$ cat src/ptd_pkg.sv
// ptd_pkg: shared types and constants of the priority task dispatch unit
// used by preemptive_priority_task_dispatch_unit; no dependencies
package ptd_pkg;

	localparam int QUEUE_DEPTH_DEF = 16;
	localparam int NEST_DEPTH_DEF  = 8;

	localparam int REQ_W  = 2;
	localparam int TASK_W = 8;
	localparam int PRIO_W = 16;
	localparam int STAT_W = 2;
	localparam int ENT_W  = TASK_W + PRIO_W;

	localparam logic [PRIO_W-1:0] IDLE_LEVEL = 16'd9999;

	typedef enum logic [REQ_W-1:0] {
		REQ_ADD      = 2'd0,
		REQ_DISPATCH = 2'd1,
		REQ_COMPLETE = 2'd2,
		REQ_NOP      = 2'd3
	} req_t;

	typedef enum logic [STAT_W-1:0] {
		ST_DONE = 2'd0,
		ST_FULL = 2'd1,
		ST_NONE = 2'd2,
		ST_NEST = 2'd3
	} status_t;

	typedef enum logic [2:0] {
		S_IDLE,
		S_ADD_CMP,
		S_ADD_WR,
		S_DSP_CMP,
		S_POP_CMP,
		S_FIN
	} state_t;

endpackage

$ cat src/preemptive_priority_task_dispatch_unit.sv
// preemptive_priority_task_dispatch_unit: sorted pending-task queue with a
// preemption stack of saved running levels
// depends on ptd_pkg and ptd_ram
//
// usage: requests arrive on the s_axis channel (tuser = request kind, tdata =
// task id and priority), one result per request leaves on m_axis (tuser =
// status, tdata = dispatched task, running level, pending count).
// the pending queue is a circular buffer in one ram, kept sorted; the saved
// levels sit in a second ram used as a stack.
// add walks the queue from the tail, shifting each entry with a larger
// priority up one place through the queue ram port, one entry a cycle, then
// writes the new task in behind; this walk is the longest request. dispatch
// and complete read the ram once before the result; add to a full queue,
// dispatch from an empty queue, complete with an empty stack and the unused
// code go straight to the result.
// one request is worked on at a time; s_axis_tready is high while idle and
// returns the cycle after the result is loaded.
// the result sits in an output register, so the next request is taken while
// the previous result still waits; a second result waits for the receiver.
// reset empties the queue and the stack and sets the running level to 9999;
// ram contents are not cleared (only entries already written are read).
module preemptive_priority_task_dispatch_unit #(
	parameter int QUEUE_DEPTH = ptd_pkg::QUEUE_DEPTH_DEF,
	parameter int NEST_DEPTH  = ptd_pkg::NEST_DEPTH_DEF,
	localparam int CW = $clog2(QUEUE_DEPTH + 1),
	localparam int OUT_W = ((ptd_pkg::TASK_W + ptd_pkg::PRIO_W + CW + 7) / 8) * 8
) (
	input  logic                           clk,
	input  logic                           arst_n,
	input  logic                           s_axis_tvalid,
	output logic                           s_axis_tready,
	// task_id [7:0], priority_req [23:8]
	input  logic [ptd_pkg::ENT_W-1:0]      s_axis_tdata,
	// req_type [1:0]
	input  logic [ptd_pkg::REQ_W-1:0]      s_axis_tuser,
	output logic                           m_axis_tvalid,
	input  logic                           m_axis_tready,
	// dispatched_task [7:0], running_priority [23:8], queue_count [23+CW:24], zero pad
	output logic [OUT_W-1:0]               m_axis_tdata,
	// status [1:0]
	output logic [ptd_pkg::STAT_W-1:0]     m_axis_tuser
);

	import ptd_pkg::*;

	localparam int QAW = $clog2(QUEUE_DEPTH);
	localparam int NAW = (NEST_DEPTH > 1) ? $clog2(NEST_DEPTH) : 1;
	localparam int NDW = $clog2(NEST_DEPTH + 1);

	state_t state_q, state_d;

	logic [QAW-1:0]    hd_q;
	logic [CW-1:0]     cnt_q;
	logic [NDW-1:0]    nd_q;
	logic [PRIO_W-1:0] level_q;
	logic [QAW-1:0]    k_q;
	logic [TASK_W-1:0] id_q;
	logic [PRIO_W-1:0] prio_q;
	status_t           stat_q;
	logic [TASK_W-1:0] started_q;

	logic              out_vld_q;
	logic [OUT_W-1:0]  out_data_q;
	status_t           out_stat_q;

	logic              q_we;
	logic [QAW-1:0]    q_waddr, q_raddr;
	logic [ENT_W-1:0]  q_wdata, q_rdata;
	logic              n_we;
	logic [NAW-1:0]    n_waddr, n_raddr;
	logic [PRIO_W-1:0] n_rdata;

	logic              accept;
	logic              out_free;
	req_t              req;
	logic              q_full, q_empty, n_full, n_empty;
	logic              greater;
	logic              dsp_ok;
	logic [QAW-1:0]    tail_k;
	logic [QAW-1:0]    k_next;

	// logical queue position to ram address, wrapping past the end
	function automatic logic [QAW-1:0] phys(input logic [QAW-1:0] base,
			input logic [QAW-1:0] off);
		logic [QAW:0] sum;
		sum = {1'b0, base} + {1'b0, off};
		if (sum >= (QAW+1)'(QUEUE_DEPTH)) begin
			sum = sum - (QAW+1)'(QUEUE_DEPTH);
		end
		return sum[QAW-1:0];
	endfunction

	assign req      = req_t'(s_axis_tuser);
	assign accept   = s_axis_tvalid && s_axis_tready;
	assign out_free = !out_vld_q || m_axis_tready;
	assign q_full   = (cnt_q == CW'(QUEUE_DEPTH));
	assign q_empty  = (cnt_q == '0);
	assign n_full   = (nd_q == NDW'(NEST_DEPTH));
	assign n_empty  = (nd_q == '0);
	assign greater  = (q_rdata[PRIO_W-1:0] > prio_q);
	assign dsp_ok   = (level_q > q_rdata[PRIO_W-1:0]) && !n_full;
	assign tail_k   = QAW'(cnt_q - CW'(1));
	assign k_next   = k_q - QAW'(1);

	assign s_axis_tready = (state_q == S_IDLE);
	assign m_axis_tvalid = out_vld_q;
	assign m_axis_tdata  = out_data_q;
	assign m_axis_tuser  = out_stat_q;

	ptd_ram #(.WIDTH(ENT_W), .DEPTH(QUEUE_DEPTH)) u_queue_ram (
		.clk   (clk),
		.we    (q_we),
		.waddr (q_waddr),
		.wdata (q_wdata),
		.raddr (q_raddr),
		.rdata (q_rdata)
	);

	ptd_ram #(.WIDTH(PRIO_W), .DEPTH(NEST_DEPTH)) u_stack_ram (
		.clk   (clk),
		.we    (n_we),
		.waddr (n_waddr),
		.wdata (level_q),
		.raddr (n_raddr),
		.rdata (n_rdata)
	);

	// next state
	always_comb begin
		state_d = state_q;
		case (state_q)
			S_IDLE: begin
				if (accept) begin
					case (req)
						REQ_ADD: begin
							if (q_full) state_d = S_FIN;
							else if (q_empty) state_d = S_ADD_WR;
							else state_d = S_ADD_CMP;
						end
						REQ_DISPATCH: state_d = q_empty ? S_FIN : S_DSP_CMP;
						REQ_COMPLETE: state_d = n_empty ? S_FIN : S_POP_CMP;
						default: state_d = S_FIN;
					endcase
				end
			end
			S_ADD_CMP: begin
				if (!greater) state_d = S_FIN;
				else if (k_q == '0) state_d = S_ADD_WR;
			end
			S_ADD_WR:  state_d = S_FIN;
			S_DSP_CMP: state_d = S_FIN;
			S_POP_CMP: state_d = S_FIN;
			S_FIN:     if (out_free) state_d = S_IDLE;
			default:   state_d = S_IDLE;
		endcase
	end

	// ram control
	always_comb begin
		q_we    = 1'b0;
		q_waddr = phys(hd_q, k_q);
		q_wdata = {id_q, prio_q};
		q_raddr = phys(hd_q, k_next);
		n_we    = 1'b0;
		n_waddr = nd_q[NAW-1:0];
		n_raddr = NAW'(nd_q - NDW'(1));
		case (state_q)
			S_IDLE: begin
				q_raddr = (req == REQ_ADD) ? phys(hd_q, tail_k) : hd_q;
			end
			S_ADD_CMP: begin
				// shift a larger entry up one place, or drop the new task in behind it
				q_we    = 1'b1;
				q_waddr = phys(hd_q, k_q + QAW'(1));
				q_wdata = greater ? q_rdata : {id_q, prio_q};
			end
			S_ADD_WR:  q_we = 1'b1;
			S_DSP_CMP: n_we = dsp_ok;
			default: ;
		endcase
	end

	always_ff @(posedge clk or negedge arst_n) begin
		if (!arst_n) begin
			state_q   <= S_IDLE;
			hd_q      <= '0;
			cnt_q     <= '0;
			nd_q      <= '0;
			level_q   <= IDLE_LEVEL;
			out_vld_q <= 1'b0;
		end else begin
			state_q <= state_d;
			if (state_q == S_FIN && out_free) out_vld_q <= 1'b1;
			else if (m_axis_tready) out_vld_q <= 1'b0;
			case (state_q)
				S_ADD_CMP: if (!greater) cnt_q <= cnt_q + CW'(1);
				S_ADD_WR:  cnt_q <= cnt_q + CW'(1);
				S_DSP_CMP: begin
					if (dsp_ok) begin
						hd_q    <= (hd_q == QAW'(QUEUE_DEPTH - 1)) ? '0 : hd_q + QAW'(1);
						cnt_q   <= cnt_q - CW'(1);
						nd_q    <= nd_q + NDW'(1);
						level_q <= q_rdata[PRIO_W-1:0];
					end
				end
				S_POP_CMP: begin
					nd_q    <= nd_q - NDW'(1);
					level_q <= n_rdata;
				end
				default: ;
			endcase
		end
	end

	// payload registers
	always_ff @(posedge clk) begin
		case (state_q)
			S_IDLE: begin
				if (accept) begin
					id_q      <= s_axis_tdata[TASK_W-1:0];
					prio_q    <= s_axis_tdata[ENT_W-1:TASK_W];
					k_q       <= q_empty ? '0 : tail_k;
					started_q <= '0;
					case (req)
						REQ_ADD:      stat_q <= q_full ? ST_FULL : ST_DONE;
						REQ_DISPATCH: stat_q <= q_empty ? ST_NONE : ST_DONE;
						REQ_COMPLETE: stat_q <= n_empty ? ST_NEST : ST_DONE;
						default:      stat_q <= ST_DONE;
					endcase
				end
			end
			S_ADD_CMP: if (greater && k_q != '0) k_q <= k_next;
			S_DSP_CMP: begin
				if (level_q <= q_rdata[PRIO_W-1:0]) begin
					stat_q <= ST_NONE;
				end else if (n_full) begin
					stat_q <= ST_NEST;
				end else begin
					started_q <= q_rdata[ENT_W-1:PRIO_W];
				end
			end
			S_FIN: begin
				if (out_free) begin
					out_stat_q <= stat_q;
					out_data_q <= OUT_W'({cnt_q, level_q, started_q});
				end
			end
			default: ;
		endcase
	end

endmodule

$ cat src/ptd_ram.sv
// ptd_ram: generic single-write, single-read synchronous ram
// read data is registered; no dependencies
module ptd_ram #(
	parameter int WIDTH = 8,
	parameter int DEPTH = 16,
	localparam int AW = (DEPTH > 1) ? $clog2(DEPTH) : 1
) (
	input  logic             clk,
	input  logic             we,
	input  logic [AW-1:0]    waddr,
	input  logic [WIDTH-1:0] wdata,
	input  logic [AW-1:0]    raddr,
	output logic [WIDTH-1:0] rdata
);

	logic [WIDTH-1:0] mem [DEPTH];

	always_ff @(posedge clk) begin
		if (we) begin
			mem[waddr] <= wdata;
		end
		rdata <= mem[raddr];
	end

endmodule
$ cat config.mk
export PLATFORM = sky130hd
export DESIGN_NAME = preemptive_priority_task_dispatch_unit
export DESIGN_NICKNAME = d
export VERILOG_FILES = /design/src/ptd_pkg.sv /design/src/preemptive_priority_task_dispatch_unit.sv /design/src/ptd_ram.sv
export SDC_FILE = /design/constraint.sdc
export NUM_CORES = 1
export LEC_CHECK = 0
export BUFFER_PORTS_ARGS = -buffer_cell sky130_fd_sc_hd__buf_2
export CORE_ASPECT_RATIO = 0.5
export CORE_MARGIN = 4
export CORE_UTILIZATION = 60
export DETAILED_ROUTE_END_ITERATION = 10
export MAX_ROUTING_LAYER = met4
export PLACE_DENSITY = 0.8
export SLEW_MARGIN = 30
export SYNTH_ARGS = -nofsm -noshare
export SYNTH_HDL_FRONTEND = slang
export SYNTH_HIERARCHICAL = 1
export SYNTH_SLANG_ARGS = --single-unit
$ cat constraint.sdc
create_clock -name clk -period 5.4 [get_ports clk]
set_input_delay 0.27 -clock clk [delete_from_list [all_inputs] [get_ports clk]]
set_output_delay 0.27 -clock clk [all_outputs]
set_load 0.05 [all_outputs]
# Word-level counts from Yosys, hierarchy flattened
# Memory sizes are Yosys's and may differ from the RTL's. A register that Yosys moved wholly into a read port is not among the register bits.
# Cells that the tools add are included.
# word_totals
reg_bits	102
mem_count	2
out_inout_bits	36
mem_bits_rw	512
in_bits	30
# memory_table
name	words	word_bits	rd	rd_ports_with_merged_regs	wr	line	source
u_queue_ram.mem	16	24	1	1	1	ptd_ram.sv:16	logic [WIDTH-1:0] mem [DEPTH];
u_stack_ram.mem	8	16	1	1	1	ptd_ram.sv:16	
# op_classes
reduce_logical	29
n_addsub	15
n_eq_ne	19
n_mux	51
order_cmp	7
# ops
operator	n
$mux W24	2
$mux W4	12
$gt A16 B16 Y1	2
$pmux W16 S2	1
$mux W8	3
$sub A4 B1 Y4 const B	6
$add A4 B4 Y5	4
$ge A5 B5 Y1 const B	4
$mux W3	6
$le A16 B16 Y1	1
$mux W16	1
$pmux W4 S2	2
$pmux W8 S2	1
$pmux W5 S3	1
$add A4 B1 Y4 const B	3
$mux W2	6
$ne A2 B2 Y1 const B	6
$pmux W3 S4	1
$reduce_and A3 Y1	4
$mux W1	10
$mux W5	2
$pmux W3 S3	1
$eq A4 B4 Y1 const B	2
$logic_not A4 Y1	2
other kinds (25)	38

# Longest topological paths before layout
# Gate-level depths: netlist (run 1).
# logic_depth
depth_word	6
depth_mapped	15
depth_no_buf	13

# Cells and area by module
# The synthesis (run 1) kept the hierarchy.
# modules_own_cells
mod	area_per_inst_um2	cells_each	seq_area_each_um2	n_inst
ptd_ram at u_queue_ram	14930.6	636	12011.5	1
preemptive_priority_task_dispatch_unit	5600.4	514	2907.8	1
ptd_ram at u_stack_ram	5293.8	214	4164.0	1

# Worst setup path after synthesis (run 1)
# No wires, ideal clock.
# synth_timing
path_type	reg2reg
from	register state_q[2]
to	memory u_queue_ram/mem[0][0] (netlist name), enable pin
slack_ns	0.510
setup_ns	0.435
required_ns	4.965
path_stages_with_launch	12
arrival_time_ns	4.455
cell_sequence	dfrtp_1 > clkbuf_1 > nor3b_1 > clkbuf_1 > nand2_1 > o21ai_0 > ha_1 > a21o_1 > a21oi_1 > xnor2_1 > or3b_2 > nor3_1
# synth_lines
element	line	source
from (decl)	preemptive_priority_task_dispatch_unit.sv:50	state_t state_q, state_d;
from (signal assigned)	preemptive_priority_task_dispatch_unit.sv:192	state_q <= state_d;
$eq A3 B1 Y1	preemptive_priority_task_dispatch_unit.sv:167	case (state_q)
$mux W4	preemptive_priority_task_dispatch_unit.sv:167	
named net q_waddr[3]	preemptive_priority_task_dispatch_unit.sv:67	logic [QAW-1:0] q_waddr, q_raddr;
to (decl)	ptd_ram.sv:16	
# The timed path passes the listed nets, and every way through them passes these cells.

# Worst setup path in the final report (run 1)
# layout_timing
from	register level_q[15]
to	memory u_stack_ram/mem[4][12] (netlist name), enable pin
# layout_via
elab_chain_cells	5
# layout_lines
element	line	source
from (decl)	preemptive_priority_task_dispatch_unit.sv:55	logic [PRIO_W-1:0] level_q;
from (signal assigned)	preemptive_priority_task_dispatch_unit.sv:203	level_q <= q_rdata[PRIO_W-1:0];
from (signal assigned)	preemptive_priority_task_dispatch_unit.sv:208	level_q <= n_rdata;
$gt A16 B16 Y1	preemptive_priority_task_dispatch_unit.sv:101	assign dsp_ok = (level_q > q_rdata[PRIO_W-1:0]) && !n_full;
$logic_and A1 B1 Y1	preemptive_priority_task_dispatch_unit.sv:101	
$mux W1	preemptive_priority_task_dispatch_unit.sv:167	
$mux W1	ptd_ram.sv:19	if (we) begin
$mux W1 (not written as such)	ptd_ram.sv:20	mem[waddr] <= wdata;
to (decl)	ptd_ram.sv:16	
# Every way passes these cells.

==> flow_summary_export.csv, run 1 <==
group,metric,value,unit
layout,syn2layout_area_growth,13.35,%
sta,rsz0062_at_grt,"no",
layout,n_antenna_cell,0,
logic_synthesis,synth_area,25820,um2
die,die_w,301.4,um
global_routing,antenna_found_initial,1,
drt,wl,59800,um
logic_synthesis,synth_top_area_cell,"edfxtp_1",
die,num_rows,53,
setup_path,start_kind,"flip-flop",
sta,maxSlewViolCount,0,
setup_path,reg2reg_slack,1330,ps
clock_network,clk_pin_slew,60,ps
clock_network,root_buffer,"clkbuf_16",
layout,nets,1586,
setup_path,crit_family,"simple AND/OR/NAND/NOR gates",
global_routing,grt_usage,0.2692,
sta,post-route-period-util,0.7544,
die,start_util,0.6114,
drt,ant_nets,0,
status,outcome,"completed",
logic_synthesis,seq_area_frac_synth,0.7390,
setup_path,worstPathArrival,4360,ps
setup_path,cpMaxStageDelayCell,"nor3_2",
place,routabilityCongestion,0.9037,
clock_network,clk_latency,600,ps
drt,first_pass_iters,5,
place,port_buffers,62,
logic_synthesis,synth_cells,1364,
clock_network,cts_buffer_depth,3,
sta,relSlewSlack,0.3700,
power_and_ir_drop,peakVddDrop,0.0006289,V
place,dpl.hpwl,34250,um
die,die_area,46630,um2
logic_synthesis,ys.flop_type,"edfxtp_1",
setup_path,required,5680,ps
die,die_h,154.7,um
logic_synthesis,yosysWarnings,6,
drt,drc,0,
flow_run,max_cap_viol_count,0,
logic_synthesis,netlist_top_cells_area,"edfxtp_1 68%, mux4_2 8.7%, dfxtp_1 3.1%",
die,pin_count,66,
sta,fin_crit,4074,ps
logic_synthesis,synth_top_area_frac,0.6756,
logic_synthesis,synth_edf_count,581,
power_and_ir_drop,p_per_area,662.1,nW/um2
logic_synthesis,yosys.cell_types.count,59,
logic_synthesis,ys_ff_latch,654,
sta,tns,0,ps
setup_path,max_stage_delay,760,ps
place,place_ws,1370,ps
clock_network,cts_buffers,54,
clock_network,htreeDepth,2,
drt,num_vias,13870,
global_routing,grt_first_pass_wirelength,89900,um
sta,worstMarginPinSlew,939.9,ps
drt,wl_per_cell,28.14,um
setup_path,cp_max_fo,16,
global_routing,first_global_vias,14040,
drt,vias_per_cell,6.525,
layout,drive_above_1_share,0.2410,
sta,clock.fmax,245.5,MHz
clock_network,cts.sinks,654,
setup_path,path_buf_inv,2,
setup_path,worstSetupEndpointType,"flip-flop",
sta,setup_viol,0,
power_and_ir_drop,p_leak,10.19,nW
logic_synthesis,async_flop_share,0.05046,
logic_synthesis,avgSynthCellArea,18.93,um2
global_routing,grt_max_degree,97,
die,core_area,42240,um2
setup_path,crit_chain,"ha_1 -> nand4_1 -> nor4_1 -> a211o_1 -> nand3_1 -> inv_1 -> nand2_1 -> nor3_2 -> buf_4",
sta,hold_viol_final,0,
layout,final_util,0.6930,
clock_network,cts_tree,"built",
global_routing,grt.overflow.total,0,
logic_synthesis,post-synth-top-count-cell,"edfxtp_1",
setup_path,crit_type,"flip-flop to flip-flop",
sta,finalClockSkew,22.63,ps
logic_synthesis,synthTopCellsByCount,"581 x edfxtp_1, 100 x mux4_2, 68 x nand2_1",
drt,dr.first_iter.drc_count,1947,
min_path,min_path_type,"primary input to flip-flop",
sta,worst_slack,1326,ps
-- state kept, by name (all words and copies together), names as in the netlist --
| register | count |
|---|---|
| stat_q | 2 |
| u_stack_ram/rdata | 16 |
| prio_q | 16 |
| started_q | 8 |
| state_q | 3 |
| nd_q | 4 |
| u_queue_ram/mem | 384 |
| m_axis_tdata | 29 |
| u_stack_ram/mem | 128 |
| cnt_q | 5 |
| hd_q | 4 |
| m_axis_tuser | 2 |
| m_axis_tvalid | 1 |
| k_q | 4 |
| level_q | 16 |
| id_q | 8 |
| u_queue_ram/rdata | 24 |
-- worst register-to-register path: stages, from the launching register on --
cell,delay (ps)
dfrtp_1,510
ha_1,370
nand4_1,160
nor4_1,510
a211o_1,250
nand3_1,120
inv_1,500
nand2_1,250
nor3_2,760
buf_4,350
-- cells by family after synthesis --
kind of cell,synth area share
flops,0.7390
xor+xnor,0.009157
compound gates,0.04021
simple gates,0.03716
other cells,0.0001452
mux,0.1278
buf+inv,0.02006
fa+ha+maj,0.02655
-- metrics by stage --
| step | total power [mW] | instance area (um2) | hold WS, ps | std cells |
|---|---|---|---|---|
| 3_5_place_dp | 15.06 | 27140 | 392.2 | 1997 |
| 4_1_cts | 19.32 | 29270 | 78.05 | 2125 |
| 2_1_floorplan | 12.69 | 25830 | -25.59 | 1366 |
| 3_3_place_gp | 14.77 | 27080 | 373.8 | 1995 |
| 5_1_grt | 20.22 | 29270 | 104.2 | 2125 |
| 6_report | 19.38 | 29270 | 100.3 | 2125 |
-- routing by layer --
metal  wire [um]  global-route usage
met1       23000              0.3760
met4        1451             0.07200
met2       28670              0.4152
met5           0                   -
met3        6682             0.05372
-- power breakdown --
group / internal, mW / leakage [nW] / total, mW / switching [mW]
Combinational: 3.15 / 3.29 / 7.90 / 4.74
Clock: 2.30 / 0.925 / 4.11 / 1.80
Sequential: 6.79 / 5.98 / 7.38 / 0.584
Total: 12.3 / 10.2 / 19.4 / 7.13
-- area by class of cell --
type	count	area (um2)
sequential	654	19080
multi-input combinational	601	6352
inverter	47	176.4
tap	577	721.9
timing repair buffer	145	1079
clock inverter	37	421.7
fill	2472	12970
clock buffer	64	1439
-- placed cells by master, fill, tap and decap left out, types with 7 or more instances in the layout --
cell and instances:
ha_1 50, nor3_2 7, a221o_1 7, nor2_2 14, buf_2 62, o21ai_0 29
mux4_2 100, dfrtp_1 25, nand4_1 7, xor2_1 11, dlygate4sd3_1 27, nand2_1 67
clkinv_2 17, and2_1 10, a21oi_1 25, dfxtp_1 40, bufinv_16 8, xnor2_1 15
o22ai_1 11, nand3_1 9, mux2_2 25, dfstp_2 8, edfxtp_1 581, mux4_1 28
clkbuf_16 54, nor3_1 16, a21o_1 9, nor2_1 44, inv_1 47, buf_4 51
a22oi_1 49, nand2b_1 7
-- what timing repair did --
action	4_1_cts	5_1_grt
resized for setup	0	0
buffers inserted	0	0
hold endpoints to repair	51	0
hold buffers	27	0
-- final timing paths --
path,from,end,cells past startpoint
max in group asynchronous,arst_n,level_q[15],2
max,level_q[15],u_stack_ram/mem[4][12],9
min,s_axis_tuser[0],stat_q[0],2
min reg2reg,started_q[2],m_axis_tdata[2],0
min in group asynchronous,arst_n,cnt_q[2],2
max reg2reg,level_q[15],u_stack_ram/mem[4][12],9
Power figures use the tool's default switching activity.
==> inputs of run 2 (changes only) <==
Clock period 5.4 ns to 4.25 ns, I/O delays scaled along.
==> flow_summary_export.csv, run 2 (synthesis gave the netlist of run 1 again) <==
group,metric,value,unit
sta,maxSlewViolCount,0,
layout,layout_commonest_cell,"edfxtp_1",
setup_path,cp_max_fo,24,
sta,worstMarginPinSlew,935.0,ps
sta,clock.fmax,269.5,MHz
setup_path,max_stage_delay,630,ps
setup_path,cp_num_cells,11,
power_and_ir_drop,peakVddDrop,0.0008985,V
place,port_buffers,62,
setup_path,r2r_cells,11,
setup_path,required,4510,ps
drt,drc,0,
power_and_ir_drop,p_total,24.81,mW
clock_network,cts_resized,0,
die,core_area,42240,um2
setup_path,crit_chain,"nor3b_1 -> buf_4 -> nand2_1 -> o21ai_0 -> ha_1 -> a21o_1 -> a21oi_1 -> xnor2_1 -> or3b_2 -> nor2_2 -> buf_4",
die,start_util,0.6114,
layout,drive_above_1_share,0.2455,
clock_network,cts_tree,"built",
clock_network,post-cts-setup-buffers,0,
die,die_w,301.4,um
place,place_ws,670.8,ps
clock_network,cts.sinks,654,
sta,hold_viol_final,0,
place,routabilityCongestion,0.8824,
drt,wl_per_cell,28.06,um
setup_path,path_buf_inv,2,
place,dpl.hpwl,35260,um
drt,wl,60240,um
sta,post-route-period-util,0.8732,
layout,top_register,"u_queue_ram/mem",
sta,fin_crit,3711,ps
power_and_ir_drop,p_per_area,843.9,nW/um2
layout,syn2layout_area_growth,13.86,%
place,dp_cells,2018,
setup_path,worstSetupEndpointType,"flip-flop",
clock_network,htreeDepth,2,
min_path,min_path_type,"primary input to flip-flop",
layout,largest_register_ffs,384,
die,die_area,46630,um2
layout,mostFrequentLayoutCells,"581 x edfxtp_1, 100 x mux4_2, 74 x buf_4, 68 x nand2_1, 62 x buf_2",
clock_network,clk_pin_slew,70,ps
drt,ant_nets,0,
setup_path,cpMaxStageDelayCell,"or3b_2",
setup_path,start_kind,"flip-flop",
status,outcome,"completed",
setup_path,crit_family,"simple AND/OR/NAND/NOR gates",
global_routing,grt_max_degree,80,
flow_run,max_cap_viol_count,0,
die,die_h,154.7,um
sta,rsz0062_at_grt,"no",
sta,finalClockSkew,25.29,ps
die,num_rows,53,
global_routing,grt.overflow.total,0,
clock_network,cts_buffer_depth,3,
global_routing,antenna_found_initial,0,
drt,dr.first_iter.drc_count,2069,
setup_path,crit_type,"flip-flop to flip-flop",
layout,final_util,0.6961,
setup_path,cp_common_cell,"buf_4",
min_path,holdPathStages,2,
drt,num_vias,14010,
layout,stdcell_count,2147,
clock_network,cts_buffers,53,
sta,worst_slack,538.8,ps
clock_network,root_buffer,"clkbuf_16",
power_and_ir_drop,p_leak,10.28,nW
sta,setup_viol,0,
sta,tns,0,ps
place,dpl-instance-area,27290,um2
drt,first_pass_iters,5,
global_routing,grt_first_pass_wirelength,90820,um
drt,vias_per_cell,6.527,
global_routing,first_global_vias,14140,
die,pin_count,66,
setup_path,worstPathArrival,3970,ps
sta,hold-worst-slack,74.46,ps
global_routing,grt_usage,0.2710,
clock_network,clk_latency,610,ps
layout,nets,1606,
layout,stdcell_area,29400,um2
sta,relSlewSlack,0.3767,
==> run 2: cell type report <==
| class | instances | area, um2 |
|---|---|---|
| Antenna cell | 2 | 5.005 |
| Clock buffer | 74 | 1498 |
| Clock inverter | 26 | 341.6 |
| Fill cell | 2407 | 12840 |
| Inverter | 47 | 176.4 |
| Multi-Input combinational cell | 601 | 6374 |
| Sequential cell | 654 | 19080 |
| Tap cell | 577 | 721.9 |
| Timing Repair Buffer | 166 | 1204 |
==> run 2: final timing paths <==
| kind | startpoint | endpoint | slack, ps |
|---|---|---|---|
| setup / recovery | state_q[0] | u_queue_ram/mem[2][8] | 540 |
| hold / removal | s_axis_tuser[0] | stat_q[0] | 70 |
| setup reg to reg | state_q[0] | u_queue_ram/mem[2][8] | 540 |
| hold reg to reg | stat_q[1] | m_axis_tuser[1] | 420 |
| max in group asynchronous | arst_n | nd_q[2] | 3460 |
| min in group asynchronous | arst_n | cnt_q[3] | 250 |
==> run 2: metal layers <==
| layer | part of all wire | global-route usage | vias to the layer above |
|---|---|---|---|
| li1 | - | - | 5773 |
| met1 | 0.37 | 0.3805 | 7125 |
| met2 | 0.48 | 0.4155 | 984 |
| met3 | 0.12 | 0.05302 | 132 |
| met4 | 0.029 | 0.07495 | 0 |
| met5 | 0 | - | - |
==> run 2: timing repair <==
action,CTS,global route
hold buffers,27,0
endpoints found under the hold margin,51,0
endpoints found under the setup margin,0,0
==> run 2: worst register-to-register path, cell delays in order, from the launching register on <==
cell	delay, ps
dfrtp_1	620
nor3b_1	240
buf_4	250
nand2_1	70
o21ai_0	160
ha_1	310
a21o_1	160
a21oi_1	170
xnor2_1	230
or3b_2	630
nor2_2	160
buf_4	370
==> run 2: power breakdown <==
part / total (mW) / switching [mW] / internal, mW / leakage (nW)
logic: 10.2 / 6.20 / 4.04 / 3.40
clock network: 5.21 / 2.30 / 2.91 / 0.901
registers: 9.36 / 0.733 / 8.63 / 5.98
total: 24.8 / 9.23 / 15.6 / 10.3
